## src/hw/rtl/mic_pkg.sv

```systemverilog
// Shared types, constants and helpers for the 4x4 matrix inverse core.
// No dependencies; compiled first.
`default_nettype none

package mic_pkg;

  // Wide signed word for products, cofactors and the determinant
  localparam int WideW    = 136;
  localparam int ElemW    = 32;
  localparam int MulSteps = 32;

  localparam logic [ElemW-1:0] ValMax = 32'h7FFF_FFFF;
  localparam logic [ElemW-1:0] ValMin = 32'h8000_0000;

  typedef enum logic [3:0] {
    ST_IDLE,
    ST_COF_INIT,
    ST_TERM_LD0,
    ST_TERM_LD1,
    ST_TERM_LD2,
    ST_MUL,
    ST_COF_DONE,
    ST_DET_CHECK,
    ST_DIV_INIT,
    ST_DIV,
    ST_EMIT
  } mic_state_e;

  typedef enum logic [1:0] {
    MUL_PAIR,
    MUL_TERM,
    MUL_DET
  } mic_mul_e;

  typedef struct packed {
    logic [1:0]              elem_row;
    logic [1:0]              elem_col;
    logic signed [ElemW-1:0] elem_value;
    logic                    compute;
  } mic_in_t;

  typedef struct packed {
    logic [1:0]              out_row;
    logic [1:0]              out_col;
    logic signed [ElemW-1:0] out_value;
    logic                    singular;
    logic                    last;
  } mic_out_t;

  // Column orders of a 3x3 minor; the last three are odd permutations
  localparam logic [1:0] Perm3 [6][3] = '{
    '{2'd0, 2'd1, 2'd2}, '{2'd1, 2'd2, 2'd0}, '{2'd2, 2'd0, 2'd1},
    '{2'd0, 2'd2, 2'd1}, '{2'd2, 2'd1, 2'd0}, '{2'd1, 2'd0, 2'd2}
  };

  // Map minor index k (0..2) to a matrix index that skips ex
  function automatic logic [1:0] skip_idx(input logic [1:0] k, input logic [1:0] ex);
    return (k < ex) ? k : k + 2'd1;
  endfunction

endpackage

`default_nettype wire

```

## src/hw/rtl/mic_stream_if.sv

```systemverilog
// Valid/ready stream channel with a typed payload.
// Payload type is supplied by the user, usually a struct from mic_pkg.
`default_nettype none

interface mic_stream_if #(
  parameter type T = logic
);
  logic valid;
  logic ready;
  T     data;

  modport source (output valid, output data, input ready);
  modport sink   (input valid, input data, output ready);
endinterface

`default_nettype wire

```

## src/hw/rtl/matrix4_inverse_cofactor_core.sv

```systemverilog
// 4x4 matrix inverse by adjugate, signed fixed point.
// Depends on mic_pkg and mic_stream_if.
//
// Usage: in_i carries load items (row, column, value, compute). Each transfer
// writes one element of a 16-entry matrix store. A transfer with compute set
// writes its element, then the core forms the determinant and emits 16 inverse
// entries on out_o in row-major order, last set on the final one. A zero
// determinant gives sixteen zero entries with singular set.
// A compute run is sequenced over one shared shift-add multiplier and one
// restoring divider, one bit per cycle: a cofactor is 6 terms of two
// multiplies, the determinant is 4 row-0 cofactors each scaled by one more
// multiply, and each output entry forms its cofactor and then its quotient.
// A singular matrix emits its sixteen zero entries straight after the
// determinant. in_i is not ready during a run.
// out_o is held in an output register; when the receiver stalls the core
// holds the pending entry and pauses. Reset clears the matrix store to zero
// and drops any run in progress.
`default_nettype none

module matrix4_inverse_cofactor_core #(
  parameter int FRAC_BITS = 16
) (
  input  wire          clk_i,
  input  wire          rst_ni,
  mic_stream_if.sink   in_i,
  mic_stream_if.source out_o
);
  import mic_pkg::*;

  localparam int DivW = WideW + 2 * FRAC_BITS + 1;
  localparam int CntW = $clog2(DivW);
  localparam int BitW = $clog2(MulSteps);

  mic_state_e state_q, state_d;
  mic_mul_e   kind_q;

  logic [ElemW-1:0]       store_q [16];
  logic signed [WideW-1:0] mx_q, macc_q, cacc_q, det_q;
  logic [ElemW-1:0]       my_q;
  logic [BitW-1:0]        bit_q;
  logic [2:0]             term_q;
  logic [1:0]             j_q;
  logic [3:0]             idx_q;
  logic                   out_phase_q, sing_q, neg_q;
  logic [DivW-1:0]        num_q;
  logic [WideW-1:0]       rem_q, d2_q;
  logic [ElemW-1:0]       quo_q;
  logic                   ovf_q;
  logic [CntW-1:0]        cnt_q;
  logic                   out_valid_q;
  mic_out_t               out_q;

  logic       in_fire, emit_go, mul_last, div_last;
  logic [1:0] ci, cj, rd_k, rd_row, rd_col;
  logic [3:0] rd_addr;
  logic [ElemW-1:0] rd_data;
  logic signed [WideW-1:0] rd_ext, addend, cmag, dmag;
  logic       term_neg;
  logic [WideW-1:0] rem_sh;
  logic       rem_ge;
  logic [ElemW-1:0] res_val;

  assign in_fire  = in_i.valid && in_i.ready;
  assign emit_go  = !out_valid_q || out_o.ready;
  assign mul_last = (bit_q == BitW'(MulSteps - 1));
  assign div_last = (cnt_q == CntW'(DivW - 1));

  // Cofactor being formed: det phase uses row 0, output phase cof(col,row)
  assign ci = out_phase_q ? idx_q[1:0] : 2'd0;
  assign cj = out_phase_q ? idx_q[3:2] : j_q;
  assign term_neg = (term_q >= 3'd3) ^ ci[0] ^ cj[0];

  always_comb begin
    unique case (state_q)
      ST_TERM_LD1: rd_k = 2'd1;
      ST_TERM_LD2: rd_k = 2'd2;
      default:     rd_k = 2'd0;
    endcase
  end

  assign rd_row  = skip_idx(rd_k, ci);
  assign rd_col  = skip_idx(Perm3[term_q][rd_k], cj);
  assign rd_addr = (state_q == ST_COF_DONE) ? {2'b00, j_q} : {rd_row, rd_col};
  assign rd_data = store_q[rd_addr];
  assign rd_ext  = {{(WideW - ElemW){rd_data[ElemW-1]}}, rd_data};

  // Bit 31 of the multiplier carries negative weight
  assign addend = my_q[0] ? (mul_last ? -mx_q : mx_q) : '0;

  assign cmag = cacc_q[WideW-1] ? -cacc_q : cacc_q;
  assign dmag = det_q[WideW-1] ? -det_q : det_q;

  assign rem_sh = {rem_q[WideW-2:0], num_q[DivW-1]};
  assign rem_ge = (rem_sh >= d2_q);

  always_comb begin
    if (sing_q) begin
      res_val = '0;
    end else if (ovf_q) begin
      res_val = neg_q ? ValMin : ValMax;
    end else if (neg_q) begin
      res_val = (quo_q > ValMin) ? ValMin : (ElemW'(0) - quo_q);
    end else begin
      res_val = (quo_q > ValMax) ? ValMax : quo_q;
    end
  end

  // Next state
  always_comb begin
    state_d = state_q;
    unique case (state_q)
      ST_IDLE:      if (in_fire && in_i.data.compute) state_d = ST_COF_INIT;
      ST_COF_INIT:  state_d = ST_TERM_LD0;
      ST_TERM_LD0:  state_d = ST_TERM_LD1;
      ST_TERM_LD1:  state_d = ST_MUL;
      ST_TERM_LD2:  state_d = ST_MUL;
      ST_MUL: begin
        if (mul_last) begin
          unique case (kind_q)
            MUL_PAIR: state_d = ST_TERM_LD2;
            MUL_TERM: state_d = (term_q == 3'd5) ? ST_COF_DONE : ST_TERM_LD0;
            MUL_DET:  state_d = (j_q == 2'd3) ? ST_DET_CHECK : ST_COF_INIT;
            default:  state_d = ST_IDLE;
          endcase
        end
      end
      ST_COF_DONE:  state_d = out_phase_q ? ST_DIV_INIT : ST_MUL;
      ST_DET_CHECK: state_d = (det_q == '0) ? ST_EMIT : ST_COF_INIT;
      ST_DIV_INIT:  state_d = ST_DIV;
      ST_DIV:       if (div_last) state_d = ST_EMIT;
      ST_EMIT: begin
        if (emit_go) begin
          if (idx_q == 4'd15) state_d = ST_IDLE;
          else                state_d = sing_q ? ST_EMIT : ST_COF_INIT;
        end
      end
      default:      state_d = ST_IDLE;
    endcase
  end

  // Handshake outputs
  always_comb begin
    in_i.ready  = (state_q == ST_IDLE);
    out_o.valid = out_valid_q;
    out_o.data  = out_q;
  end

  // Control registers
  always_ff @(posedge clk_i or negedge rst_ni) begin
    if (!rst_ni) begin
      state_q     <= ST_IDLE;
      kind_q      <= MUL_PAIR;
      bit_q       <= '0;
      term_q      <= '0;
      j_q         <= '0;
      idx_q       <= '0;
      cnt_q       <= '0;
      out_phase_q <= 1'b0;
      sing_q      <= 1'b0;
      out_valid_q <= 1'b0;
      for (int i = 0; i < 16; i++) store_q[i] <= '0;
    end else begin
      state_q <= state_d;
      if (in_fire) store_q[{in_i.data.elem_row, in_i.data.elem_col}] <= in_i.data.elem_value;
      // Load a new entry, else drop the one the receiver took
      if (state_q == ST_EMIT && emit_go) out_valid_q <= 1'b1;
      else if (out_o.ready)              out_valid_q <= 1'b0;
      unique case (state_q)
        ST_IDLE: begin
          j_q         <= '0;
          idx_q       <= '0;
          out_phase_q <= 1'b0;
          sing_q      <= 1'b0;
        end
        ST_COF_INIT: term_q <= '0;
        ST_TERM_LD1: begin
          kind_q <= MUL_PAIR;
          bit_q  <= '0;
        end
        ST_TERM_LD2: begin
          kind_q <= MUL_TERM;
          bit_q  <= '0;
        end
        ST_MUL: begin
          bit_q <= bit_q + BitW'(1);
          if (mul_last && kind_q == MUL_TERM) term_q <= term_q + 3'd1;
          if (mul_last && kind_q == MUL_DET)  j_q <= j_q + 2'd1;
        end
        ST_COF_DONE: begin
          kind_q <= MUL_DET;
          bit_q  <= '0;
        end
        ST_DET_CHECK: begin
          out_phase_q <= 1'b1;
          sing_q      <= (det_q == '0);
        end
        ST_DIV_INIT: cnt_q <= '0;
        ST_DIV:      cnt_q <= cnt_q + CntW'(1);
        ST_EMIT: begin
          if (emit_go) begin
            idx_q <= idx_q + 4'd1;
          end
        end
        default: ;
      endcase
    end
  end

  // Datapath registers
  always_ff @(posedge clk_i) begin
    unique case (state_q)
      ST_IDLE:     det_q <= '0;
      ST_COF_INIT: cacc_q <= '0;
      ST_TERM_LD0: begin
        mx_q   <= rd_ext;
        macc_q <= '0;
      end
      ST_TERM_LD1: my_q <= rd_data;
      ST_TERM_LD2: begin
        mx_q   <= term_neg ? -macc_q : macc_q;
        my_q   <= rd_data;
        macc_q <= cacc_q;
      end
      ST_MUL: begin
        macc_q <= macc_q + addend;
        mx_q   <= mx_q <<< 1;
        my_q   <= my_q >> 1;
        if (mul_last && kind_q == MUL_TERM) cacc_q <= macc_q + addend;
        if (mul_last && kind_q == MUL_DET)  det_q  <= macc_q + addend;
      end
      ST_COF_DONE: begin
        mx_q   <= cacc_q;
        my_q   <= rd_data;
        macc_q <= det_q;
      end
      ST_DIV_INIT: begin
        num_q <= (DivW'(unsigned'(cmag)) << (2 * FRAC_BITS + 1)) + DivW'(unsigned'(dmag));
        d2_q  <= WideW'(unsigned'(dmag)) << 1;
        rem_q <= '0;
        quo_q <= '0;
        ovf_q <= 1'b0;
        neg_q <= cacc_q[WideW-1] ^ det_q[WideW-1];
      end
      ST_DIV: begin
        num_q <= num_q << 1;
        rem_q <= rem_ge ? (rem_sh - d2_q) : rem_sh;
        quo_q <= {quo_q[ElemW-2:0], rem_ge};
        ovf_q <= ovf_q | quo_q[ElemW-1];
      end
      ST_EMIT: begin
        if (emit_go) begin
          out_q.out_row   <= idx_q[3:2];
          out_q.out_col   <= idx_q[1:0];
          out_q.out_value <= res_val;
          out_q.singular  <= sing_q;
          out_q.last      <= (idx_q == 4'd15);
        end
      end
      default: ;
    endcase
  end

  // A compute transfer starts a run: no further load next cycle
  a_busy_after_compute: assert property (@(posedge clk_i) disable iff (!rst_ni)
    in_fire && in_i.data.compute |=> !in_i.ready)
    else $error("input ready right after a compute transfer");

  a_last_pos: assert property (@(posedge clk_i) disable iff (!rst_ni)
    out_o.valid && out_o.data.last |-> out_o.data.out_row == 2'd3 && out_o.data.out_col == 2'd3)
    else $error("last flag not on final entry");

  a_singular_zero: assert property (@(posedge clk_i) disable iff (!rst_ni)
    out_o.valid && out_o.data.singular |-> out_o.data.out_value == '0)
    else $error("singular entry with nonzero value");

  a_no_div_singular: assert property (@(posedge clk_i) disable iff (!rst_ni)
    state_q == ST_DIV |-> !sing_q && d2_q != '0)
    else $error("divide with zero determinant");

endmodule

`default_nettype wire

```

## src/flat_wrapper.sv

```systemverilog
// flat-port wrapper written by rule: the top's interface ports become plain ports
module matrix4_inverse_cofactor_core_flat import mic_pkg::*;
#(
  parameter int FRAC_BITS = 16
)
  (clk_i, rst_ni, in_i_valid, in_i_data, in_i_ready, out_o_valid, out_o_data, out_o_ready);
  mic_stream_if #(.T(mic_in_t)) in_i_i ();
  mic_stream_if #(.T(mic_out_t)) out_o_i ();
  input  wire clk_i;
  input  wire rst_ni;
  input wire logic [$bits(in_i_i.valid)-1:0] in_i_valid;
  input wire logic [$bits(in_i_i.data)-1:0] in_i_data;
  output wire logic [$bits(in_i_i.ready)-1:0] in_i_ready;
  output wire logic [$bits(out_o_i.valid)-1:0] out_o_valid;
  output wire logic [$bits(out_o_i.data)-1:0] out_o_data;
  input wire logic [$bits(out_o_i.ready)-1:0] out_o_ready;
  assign in_i_i.valid = in_i_valid;
  assign in_i_i.data = in_i_data;
  assign in_i_ready = in_i_i.ready;
  assign out_o_valid = out_o_i.valid;
  assign out_o_data = out_o_i.data;
  assign out_o_i.ready = out_o_ready;
  matrix4_inverse_cofactor_core #(.FRAC_BITS(FRAC_BITS)) u_core (.clk_i(clk_i), .rst_ni(rst_ni), .in_i(in_i_i), .out_o(out_o_i));
endmodule
```

## config.mk

```make
export PLATFORM = sky130hd
export DESIGN_NAME = matrix4_inverse_cofactor_core_flat
export DESIGN_NICKNAME = d
export VERILOG_FILES = /design/src/hw/rtl/mic_pkg.sv /design/src/hw/rtl/mic_stream_if.sv /design/src/hw/rtl/matrix4_inverse_cofactor_core.sv /design/src/flat_wrapper.sv
export SDC_FILE = /design/constraint.sdc
export NUM_CORES = 2
export LEC_CHECK = 0
export BUFFER_PORTS_ARGS = -buffer_cell sky130_fd_sc_hd__buf_2
export CAP_MARGIN = 20
export CORE_MARGIN = 2
export CORE_UTILIZATION = 30
export CTS_BUF_LIST = sky130_fd_sc_hd__clkbuf_2 sky130_fd_sc_hd__clkbuf_4 sky130_fd_sc_hd__clkbuf_8
export DETAILED_ROUTE_END_ITERATION = 10
export SYNTH_ARGS = -nofsm -noshare
export SYNTH_HDL_FRONTEND = slang
export SYNTH_SLANG_ARGS = --single-unit
```

## constraint.sdc

```tcl
create_clock -name clk_i -period 43.2 [get_ports clk_i]
set_input_delay 4.32 -clock clk_i [delete_from_list [all_inputs] [get_ports clk_i]]
set_output_delay 4.32 -clock clk_i [all_outputs]
set_load 0.01 [all_outputs]
```

**After elaboration in Yosys (flattened, before gate mapping)**

Memory sizes are Yosys's and may differ from the RTL's.
Cells that the tools add are included.
Widths: inputs -> output; s select.

- Register bits after elaboration: 1,630
- Bits in read-only memories: 48
- Memories: 1

Memory list:

| name | words | bits a word | read ports | clocked after memory_dff | wr ports | RTL line | source |
|---|---|---|---|---|---|---|---|
| (name not given) | 8 | 6 | 1 | 0 | 0 | matrix4_inverse_cofactor_core.sv:82 | `assign rd_col = skip_idx(Perm3[term_q][rd_k], cj);` |

- $add $sub $neg: 15
- $lt $le $gt $ge: 11
- Equal/unequal tests: 23
- Muxes and demuxes: 64
- Bitwise logic cells: 8
- Reductions and logical operators: 27

Operator list:

| kind | number |
|---|---|
| $pmux 136 s4 | 2 |
| $mux 136 | 7 |
| $neg 136->136 | 4 |
| $pmux 136 s2 | 2 |
| $bwmux 512 | 1 |
| $pmux 169 s2 | 1 |
| $pmux 135 s2 | 1 |
| $mux 32 | 8 |
| $add 169x136->169 | 1 |
| $add 136x136->136 | 1 |
| $ge 136x136->1 | 1 |
| $logic_not 136->1 | 1 |
| $mux 135 | 1 |
| $sub 135x135->135 | 1 |
| $bmux 32 s4 | 1 |
| $demux 32 s4 | 1 |
| $pmux 32 s2 | 2 |
| $mux 4 | 10 |
| $pmux 4 s10 | 1 |
| $gt 32x31->1 const B | 1 |
| $gt 32x32->1 const B | 1 |
| $sub 1x32->32 const A | 1 |
| $eq 4x3->1 const B | 4 |
| $eq 4x4->1 const B | 4 |
| other kinds (50) | 90 |

**Logic depth before layout (Yosys ltp)**

- Depth in word-level cells: 15
- Gate-level depth with buffers: 31
- Gate-level depth less buffers: 29

**Worst setup path before layout**

Ideal clock, no wire load.

- Path kind: reg2reg
- Start: register u_core.state_q[1]
- End: register u_core.macc_q[0], enable pin
- Setup time: 1,238 ps
- Arrival: 19,246 ps
- Path slack: 22,715 ps
- Stages on the path, launching flop included: 5
- Clock period less this slack: 20,485 ps
- Cells stage by stage: dfrtp_1 > clkbuf_1 > clkbuf_1 > nor2_1 > nor3_1

- Longest elaborated chain between the ends: 2

RTL lines:

| what | RTL line | source |
|---|---|---|
| start: declaration | matrix4_inverse_cofactor_core.sv:34 | `mic_state_e state_q, state_d;` |
| start signal: assignment | matrix4_inverse_cofactor_core.sv:163 | `state_q <= state_d;` |
| $eq 4x2->1 or $eq 4x3->1 (tied branches) | matrix4_inverse_cofactor_core.sv:211 | `unique case (state_q)` |
| $reduce_bool 4->1 (no line) (*) | -- |  |
| end signal: assignment | matrix4_inverse_cofactor_core.sv:222 | `macc_q <= cacc_q;` |
| end signal: assignment | matrix4_inverse_cofactor_core.sv:225 | `macc_q <= macc_q + addend;` |
| end signal: assignment | matrix4_inverse_cofactor_core.sv:234 | `macc_q <= det_q;` |
| end: declaration | matrix4_inverse_cofactor_core.sv:38 | `logic signed [WideW-1:0] mx_q, macc_q, cacc_q, det_q;` |

Every way passes the cells marked *; elsewhere a longest branch is shown, timed or not.
A chain may end at the register's enable or synchronous reset.

**Worst setup path in the final report**

- Start: register u_core.det_q[25]
- End: register u_core.num_q[133] (data pin)

- Longest elaborated chain between the ends: 4

RTL lines:

| what | RTL line | source |
|---|---|---|
| start: declaration | matrix4_inverse_cofactor_core.sv:38 |  |
| start signal: assignment | matrix4_inverse_cofactor_core.sv:229 | `if (mul_last && kind_q == MUL_DET) det_q <= macc_q + addend;` |
| $neg 136->136 | matrix4_inverse_cofactor_core.sv:91 | `assign dmag = det_q[WideW-1] ? -det_q : det_q;` |
| $mux 136 | matrix4_inverse_cofactor_core.sv:91 |  |
| named net u_core.dmag[51] | matrix4_inverse_cofactor_core.sv:57 | `logic signed [WideW-1:0] rd_ext, addend, cmag, dmag;` |
| $add 169x136->169 | matrix4_inverse_cofactor_core.sv:237 | `num_q <= (DivW'(unsigned'(cmag)) << (2 * FRAC_BITS + 1)) + DivW'(unsigned'(dmag));` |
| $pmux 169 s2 | matrix4_inverse_cofactor_core.sv:211 |  |
| end signal: assignment | matrix4_inverse_cofactor_core.sv:237 |  |
| end signal: assignment | matrix4_inverse_cofactor_core.sv:245 | `num_q <= num_q << 1;` |
| end: declaration | matrix4_inverse_cofactor_core.sv:45 | `logic [DivW-1:0] num_q;` |

The timed path passes the listed nets, and every way through them passes these cells.

==> impl_metrics.yaml <==
place:
  dp_hpwl_mm: 242.1
  place_area_um2: 110000
  pre_cts_slack_ns: 34.84
  portBuffers: 80
  dp_cells: 14682
  place_congestion: 0.9663
detailed_routing:
  first_iter_violations: 9369
  postRouteWirelength_mm: 338.4
  route.vias.total: 83964
  routed_via_density: 5.523
  wl_per_cell_um: 22.26
  ant_nets: 0
  post-route-drc-count: 0
  dr.pass1.iters: 9
clock_tree:
  insertion_delay_ns: 0.98
  cts_tree: "built"
  post_cts_buffers: 0
  cts.sinks: 1630
  clk_pin_slew_ns: 0.07
  numCtsBuffers: 289
  hold_buffers: 0
  cts_max_path_buffers: 4
  htreeDepth: 5
  cts-resized-gates: 0
  root_buffer: "clkbuf_8"
sta:
  fin_crit_sh_pct: 19.56
  finClkSkew_ns: 0.1223
  setup-violations-final: 0
  timing.final.ws_setup_ns: 34.75
  slew_viol_final: 0
  fin_tns_setup_ns: 0
  max_slew_margin_pct: 19.04
  grt_setup_unrepaired: "false"
  finalHoldViolations: 0
  fmax_mhz: 118.4
  timing.final.crit_period_ns: 8.448
  tightest_slew_ns: 1.211
critical_path:
  crit_slowest_cell: "o31ai_1"
  cp_slowest_stage_delay_ns: 0.58
  cp_top_family: "simple AND/OR/NAND/NOR gates"
  cp-end-kind: "flip-flop"
  cp.arrival_ns: 9.06
  start_kind: "flip-flop"
  worstPathRequired_ns: 43.82
  r2r_setup_slack_ns: 34.75
  path_cells: "or4_1 > or3_1 > or3_1 > nor3_1 > nand3_1 > or2_2 > or4_1 > o31ai_1 > xnor2_1 > ha_1 > nand4_1 > nor3_1 > nand3_1 > a21oi_1 > o21ai_0 > o31ai_1 > a211oi_1 > o31ai_1 > nor3b_1 > a21oi_1 > o41a_1 > o31ai_1 > xnor2_1 > o21ai_0"
  crit_buf_inv: 0
  path_common_cell: "o31ai_1"
  worstSetupPathType: "flip-flop to flip-flop"
  crit_fanout: 6
floorplanning:
  boundaryPins: 81
  die_h_um: 596.0
  core-area_um2: 349200
  rows: 217
  start_util_pct: 30.11
  die_area_um2: 355200
  die_x_um: 596.0
synth:
  syn-num-nets: 10978
  ys_warn_count: 0
  syn_area_um2: 105100
  ys.flop_type: "edfxtp_1"
  synth_cell_types: 94
  synth_top_area_share_pct: 31.04
  async_flop_share_pct: 33.31
  ys_ff_latch: 1630
  synth_top_cell_by_area: "edfxtp_1"
  syn_avg_cell_area_um2: 9.973
  syn_inst: 10543
  ys_seq_area_share_pct: 43.97
  synth_edf_count: 1087
  yosysMostFrequentCell: "nand2_1"
  synth.top_cells.by_area: "edfxtp_1 (31%), dfrtp_1 (13%), mux2_2 (5.6%)"
  synthTopCellsByCount: "nand2_1 (1089), edfxtp_1 (1087), a21oi_1 (846)"
global_routing:
  grt_overflow: 0
  grt_pass1_wl_mm: 509.3
  grt_max_degree: 171
  antenna_found_initial: 20
  grt_util_all_layers_pct: 18.37
  grt_pass1_vias: 80053
finish:
  synthToLayoutAreaGrowth_pct: 10.36
  fillCellCount: 35661
  nets: 10812
  fin_area_um2: 116000
  multi_input_area_um2: 55290
  final_cell_count_no_fill: 15202
  seq_area_um2: 46230
  drive_gt1_share_pct: 13.72
worst_hold_path:
  hold_class: "flip-flop to flip-flop"
job:
  cap_viol_max_count: 0
pwr:
  pwr-share-comb_pct: 0.6
  max-vdd-ir-drop_mv: 0.02407
  power_frac_clock_pct: 47.9
  p_per_area_nw_per_um2: 27.63
  internal_power_w: 0.002490
  p_seq_share_pct: 51.5
  p_sw_w: 0.0007167
  switching_share_pct: 22.35
  p_leak_nw: 44.77
outcome:
  status: "complete, no violations"
placed cells by master (no fill, tap or decap), types with 385 or more instances in the layout:
cell | synthesis | layout
a21oi_1 | 846 | 844
nor2_1 | 796 | 785
xnor2_1 | 664 | 663
dfrtp_1 | 543 | 543
edfxtp_1 | 1087 | 1087
o21ai_0 | 547 | 546
nand2_1 | 1089 | 1084
mux2_2 | 525 | 525
ha_1 | 391 | 390
inv_1 | 389 | 385
per-layer routing:
metal | wire length [um] | GRT usage (%)
met1 | 151500 | 26.41
met2 | 148400 | 28.18
met3 | 28100 | 2.900
met4 | 10340 | 5.653
met5 | 25 | 0
area by class of cell:
type / instances / share of cell area [%]
Timing Repair Buffer: 187 / 1.115
Antenna cell: 9 / 0.01941
Sequential cell: 1630 / 39.84
Inverter: 391 / 1.286
Multi-Input combinational cell: 7878 / 47.65
Clock inverter: 118 / 0.8777
Clock buffer: 390 / 4.254
Tap cell: 4599 / 4.959
through the flow:
stage               hold WS [ns]  utilization, %  power, W
floorplan                 0.4522               -  0.001686
global placement          0.4794           31.51  0.001703
detailed placement        0.4831           31.51  0.001702
CTS                       0.4752           33.21  0.003240
global route              0.5080           33.23  0.003304
finish                    0.4789           33.23  0.003206
power by group through the flow:
| stage | registers [W] | clock network, W | logic, W |
|---|---|---|---|
| CTS | 0.00165 | 0.00157 | 0.0000201 |
| global placement | 0.00168 | 0 | 0.0000202 |
| detailed placement | 0.00168 | 0 | 0.0000200 |
| finish | 0.00165 | 0.00154 | 0.0000198 |
| floorplan | 0.00168 | 0 | 0.00000352 |
| global route | 0.00165 | 0.00163 | 0.0000229 |
flip-flops by register name, summed over array words and instances, names as in the netlist, 3 cells and up:
name and cells:
u_core.det_q 136, u_core.out_o.data 38, u_core.state_q 4, u_core.d2_q 135, u_core.rem_q 135, u_core.bit_q 5, u_core.macc_q 136, u_core.store_q 512
u_core.term_q 3, u_core.mx_q 136, u_core.quo_q 32, u_core.idx_q 4, u_core.cacc_q 136, u_core.my_q 32, u_core.num_q 169, u_core.cnt_q 8
worst paths after layout:
| path | startpoint | end | depth (start not counted) |
|---|---|---|---|
| max in group asynchronous | rst_ni | u_core.bit_q[3]$_DFFE_PN0P_ | 3 |
| worst min register to register | u_core.my_q[17]$_DFFE_PP_ | u_core.my_q[16]$_DFFE_PP_ | 2 |
| worst min-delay path | u_core.my_q[17]$_DFFE_PP_ | u_core.my_q[16]$_DFFE_PP_ | 2 |
| worst max-delay path | u_core.det_q[25]$_DFFE_PP_ | u_core.num_q[133]$_DFFE_PP_ | 24 |
| min in group asynchronous | rst_ni | u_core.store_q[110]$_DFFE_PN0P_ | 1 |
| worst max register to register | u_core.det_q[25]$_DFFE_PP_ | u_core.num_q[133]$_DFFE_PP_ | 24 |
worst register-to-register path: cells and delay by family (launching register included):
kind                       cells  cell delay, ns
and+or+nand+nor               11            4.01
xor gates and xnor gates       2            0.30
DFF                            1            0.48
AOI/OAI and AO/OA             10            2.94
adders and majority gates      1            0.40
cells by family after synthesis:
family                   synth area share (%)
AND/OR/NAND/NOR                         14.47
AO/OA/AOI/OAI                           16.22
flip-flops                              43.97
buffers and inverters                   3.709
XOR/XNOR                                7.588
multiplexers                            9.335
adder cells (fa/ha/maj)                 4.710
No activity file was read; power rests on OpenSTA's default activity.
